## config.mk

```make
export PLATFORM = sky130hd
export DESIGN_NAME = sgi_fifo
export DESIGN_NICKNAME = d
export VERILOG_FILES = /design/src/sgi_fifo.sv
export SDC_FILE = /design/constraint.sdc
export NUM_CORES = 1
export LEC_CHECK = 0
export ABC_AREA = 1
export BUFFER_PORTS_ARGS = -buffer_cell sky130_fd_sc_hd__buf_2
export CORE_ASPECT_RATIO = 1.2
export CORE_MARGIN = 5
export CORE_UTILIZATION = 35
export DETAILED_ROUTE_END_ITERATION = 6
export PLACE_DENSITY = 0.64
export SLEW_MARGIN = 20
export SYNTH_ARGS = -nofsm -noshare
export SYNTH_HDL_FRONTEND = slang
export SYNTH_SLANG_ARGS = --single-unit
```

## constraint.sdc

```tcl
create_clock -name clk -period 2.4 [get_ports clk]
set_clock_uncertainty 0.1 [all_clocks]
set_input_delay 0.24 -clock clk [delete_from_list [all_inputs] [get_ports clk]]
set_output_delay 0.24 -clock clk [all_outputs]
set_load 0.01 [all_outputs]
```

## src/sgi_fifo.sv

```systemverilog
// Small register queue with count-based full and empty flags.
module sgi_fifo #(
  parameter int W     = 8,
  parameter int DEPTH = 4
) (
  input  logic         clk,
  input  logic         rst_n,
  input  logic         push,
  input  logic [W-1:0] wdata,
  output logic         full,
  input  logic         pop,
  output logic [W-1:0] rdata,
  output logic         empty
);

  localparam int AW = (DEPTH > 1) ? $clog2(DEPTH) : 1;
  localparam int CW = $clog2(DEPTH + 1);

  logic [W-1:0]  mem_r [DEPTH];
  logic [AW-1:0] wr_ptr_r, rd_ptr_r, wr_ptr_nxt, rd_ptr_nxt;
  logic [CW-1:0] cnt_r, cnt_nxt;
  logic          do_push, do_pop;

  assign full    = (cnt_r == CW'(DEPTH));
  assign empty   = (cnt_r == '0);
  assign do_push = push && !full;
  assign do_pop  = pop && !empty;
  assign rdata   = mem_r[rd_ptr_r];

  always_comb begin
    wr_ptr_nxt = wr_ptr_r;
    rd_ptr_nxt = rd_ptr_r;
    cnt_nxt    = cnt_r;
    if (do_push) begin
      wr_ptr_nxt = (wr_ptr_r == AW'(DEPTH - 1)) ? '0 : wr_ptr_r + 1'b1;
    end
    if (do_pop) begin
      rd_ptr_nxt = (rd_ptr_r == AW'(DEPTH - 1)) ? '0 : rd_ptr_r + 1'b1;
    end
    if (do_push && !do_pop) begin
      cnt_nxt = cnt_r + 1'b1;
    end else if (do_pop && !do_push) begin
      cnt_nxt = cnt_r - 1'b1;
    end
  end

  always_ff @(posedge clk) begin
    if (!rst_n) begin
      wr_ptr_r <= '0;
      rd_ptr_r <= '0;
      cnt_r    <= '0;
    end else begin
      wr_ptr_r <= wr_ptr_nxt;
      rd_ptr_r <= rd_ptr_nxt;
      cnt_r    <= cnt_nxt;
    end
  end

  always_ff @(posedge clk) begin
    if (do_push) begin
      mem_r[wr_ptr_r] <= wdata;
    end
  end

`ifndef SYNTHESIS
  a_cnt_bound: assert property (@(posedge clk) disable iff (!rst_n)
    cnt_r <= CW'(DEPTH)) else $error("queue count past depth");
  a_cnt_up: assert property (@(posedge clk) disable iff (!rst_n)
    do_push && !do_pop |=> cnt_r == $past(cnt_r) + 1'b1) else $error("count missed push");
  a_ptr_gap: assert property (@(posedge clk) disable iff (!rst_n)
    empty |-> wr_ptr_r == rd_ptr_r) else $error("empty queue with pointer gap");
`endif

endmodule

```

==> impl_metrics.env <==
export IMPL_slew_viol_final=0
export IMPL_status="finished, final reports clean"
export IMPL_power_density_mw_per_mm2=1080
export IMPL_nets=198
export IMPL_cts_tree="yes"
export IMPL_synth_seq_cells=41
export IMPL_setup_viol=0
export IMPL_stdcell_area_sq_mm=0.00199
export IMPL_yosysTopAreaCellShare_pct=56.8
export IMPL_fin_crit_sh_pct=79.5
export IMPL_netlist_instances=148
export IMPL_post_dp_cell_area_sq_mm=0.00189
export IMPL_coreArea_sq_mm=0.00463
export IMPL_drc=0
export IMPL_ys_types=18
export IMPL_report_power_total_uw=2150
export IMPL_grt_max_degree=17
export IMPL_cts_resized=0
export IMPL_ctsHtreeMaxLevel=2
export IMPL_max_slew_margin_rel_pct=79.1
export IMPL_ys_seq_area_share_pct=67.4
export IMPL_drive_gt1_share_pct=21.2
export IMPL_dpl_cell_count=230
export IMPL_synth_nets=167
export IMPL_power_leakage_uw=0.000813
export IMPL_via_per_inst=4.68
export IMPL_cts_buffers=5
export IMPL_fp_dieArea_sq_mm=0.00633
export IMPL_num_rows=27
export IMPL_worstSetupStartpointType="register"
export IMPL_drt_wl_total_mm=3.08
export IMPL_antenna_found_initial=0
export IMPL_cts_root_buf="clkbuf_8"
export IMPL_grt_pass1_wl_mm=5.31
export IMPL_grt_pass1_vias=1183
export IMPL_holdBufCountCts=0
export IMPL_grt_ovfl_total=0
export IMPL_arrival_ps=1990
export IMPL_wl_per_cell_um=13.0
export IMPL_endpoint_kind="register"
export IMPL_num_antenna_cells=0
export IMPL_hold_viol_final=0
export IMPL_gp_congestion=0.812
export IMPL_track_usage_pct=10.9
export IMPL_synth_area_top_cells="edfxtp_1 (57%), dfxtp_1 (11%), nor2_1 (7.3%), ha_1 (4.4%), o21ai_0 (4.1%)"
export IMPL_num_vias=1110
export IMPL_worst_ir_drop_vdd_v=0.000421
export IMPL_detail_route_antenna_nets=0
export IMPL_layout_common_cells="nor2_1 (33), edfxtp_1 (32), buf_2 (21)"
export IMPL_dpl_hpwl_mm=2.18
export IMPL_required_ps=2480
export IMPL_cts_sinks=41
export IMPL_fp_dieH_um=86.2
export IMPL_num_io_pins=22
export IMPL_drtIter0Drc=71
export IMPL_drt_pass1_iter_count=4
export IMPL_cts_setup_buffers=0
export IMPL_worstMarginPinSlew_ps=313
export IMPL_period_needed_ps=1910
export IMPL_final_setup_tns_ps=0
export IMPL_rsz0062_at_grt="false"
export IMPL_initial_core_util_pct=36.6
export IMPL_yosysWarnings=0
export IMPL_hold_path_class="input port to register"
export IMPL_clk_latency_ps=280
export IMPL_worstPathMaxFanout=7
export IMPL_netlist_top_cell_by_area="edfxtp_1"
export IMPL_syn_to_final_growth_pct=17.5
export IMPL_layout_commonest_cell="nor2_1"
export IMPL_cts_max_path_buffers=2
export IMPL_syn_area_per_cell_sq_um=11.4
export IMPL_syn_area_sq_mm=0.00169
export IMPL_drv_cap=0
export IMPL_die_x_um=73.5
export IMPL_clk_pin_slew_ps=70
export IMPL_stdcell_count=237
export IMPL_timing_fmax_ghz=0.524
export IMPL_portBuffers=21
export IMPL_path_class="register to register"
## flip-flops by register name (all words and copies together), names as in the netlist, named ones only
register  count
wr_ptr_r      2
mem_r        32
rd_ptr_r      2
cnt_r         3
## routing by layer
| layer | up-vias | part of all wire (%) | wire, um | track usage (%) |
|---|---|---|---|---|
| li1 | 562 | - | - | - |
| met1 | 525 | 43 | 1310 | 12.0 |
| met2 | 19 | 52 | 1590 | 19.5 |
| met3 | 4 | 5.0 | 154 | 3.36 |
| met4 | 0 | 0.81 | 25 | 3.46 |
| met5 | - | 0 | 0 | 0 |
## power breakdown
group	internal (uW)	switching, uW	leakage (uW)	total [uW]
registers	882	76.9	0.000368	959
logic	256	409	0.000391	664
clock network	302	221	0.0000540	523
## synth_stat cells, drive strengths merged
| library cell | count |
|---|---|
| a21oi | 2 |
| inv | 19 |
| dfxtp | 9 |
| fa | 1 |
| nand3b | 1 |
| nand3 | 1 |
| o22ai | 8 |
| nand2 | 15 |
| nor2 | 33 |
| ha | 6 |
| o21ai | 18 |
| edfxtp | 32 |
| nand4 | 1 |
| buf | 2 |
## area by class of cell
type                    instances  area [sq um]
fillers                       440          2640
flip-flops and latches         41          1140
multi-input cells              86           458
repair buffers                 26           143
well taps                      58          72.6
inverters                      19          71.3
clock buffers                   5          68.8
clock inverters                 2          35.0
## kinds of logic (layout without fill, tap and decap cells)
kind of cell | count (synthesis) | count (layout) | share of synthesized area [%]
AO/OA/AOI/OAI | 28 | 28 | 9.53
AND/OR/NAND/NOR | 51 | 51 | 11.9
adder cells (fa/ha/maj) | 7 | 7 | 5.62
buffers and inverters | 21 | 52 | 5.54
flip-flops | 41 | 41 | 67.4
## path summary, 6_finish.rpt
| check | startpoint | end | slack [ps] | depth (start not counted) |
|---|---|---|---|---|
| worst min-delay path | wdata[1] | mem_r[3][1] | 70 | 1 |
| worst max register to register | cnt_r[1] | cnt_r[2] | 490 | 13 |
| worst min register to register | cnt_r[0] | cnt_r[0] | 410 | 2 |
| worst max-delay path | cnt_r[1] | cnt_r[2] | 490 | 13 |
## through the flow
stage / hold slack, ps / utilization (%) / worst slack [ps]
2_1_floorplan: 239 / - / 610
3_3_place_gp: 356 / 40.7 / 539
5_1_grt: 55.6 / 43.0 / 281
3_5_place_dp: 361 / 40.7 / 502
6_report: 69.6 / 43.0 / 492
4_1_cts: 56.1 / 43.0 / 487
## worst max-delay path, stage by stage (launching register included)
cell     delay [ps]
dfxtp_1         380
nor2_1           80
nand2_1         120
nand2_2         110
inv_1            70
ha_1            150
inv_1            60
fa_1            390
inv_1            70
nand2_1          70
nand3_1          70
nand2_1          50
inv_1            40
nor2_1           30
(Power assumes the default switching activity.)
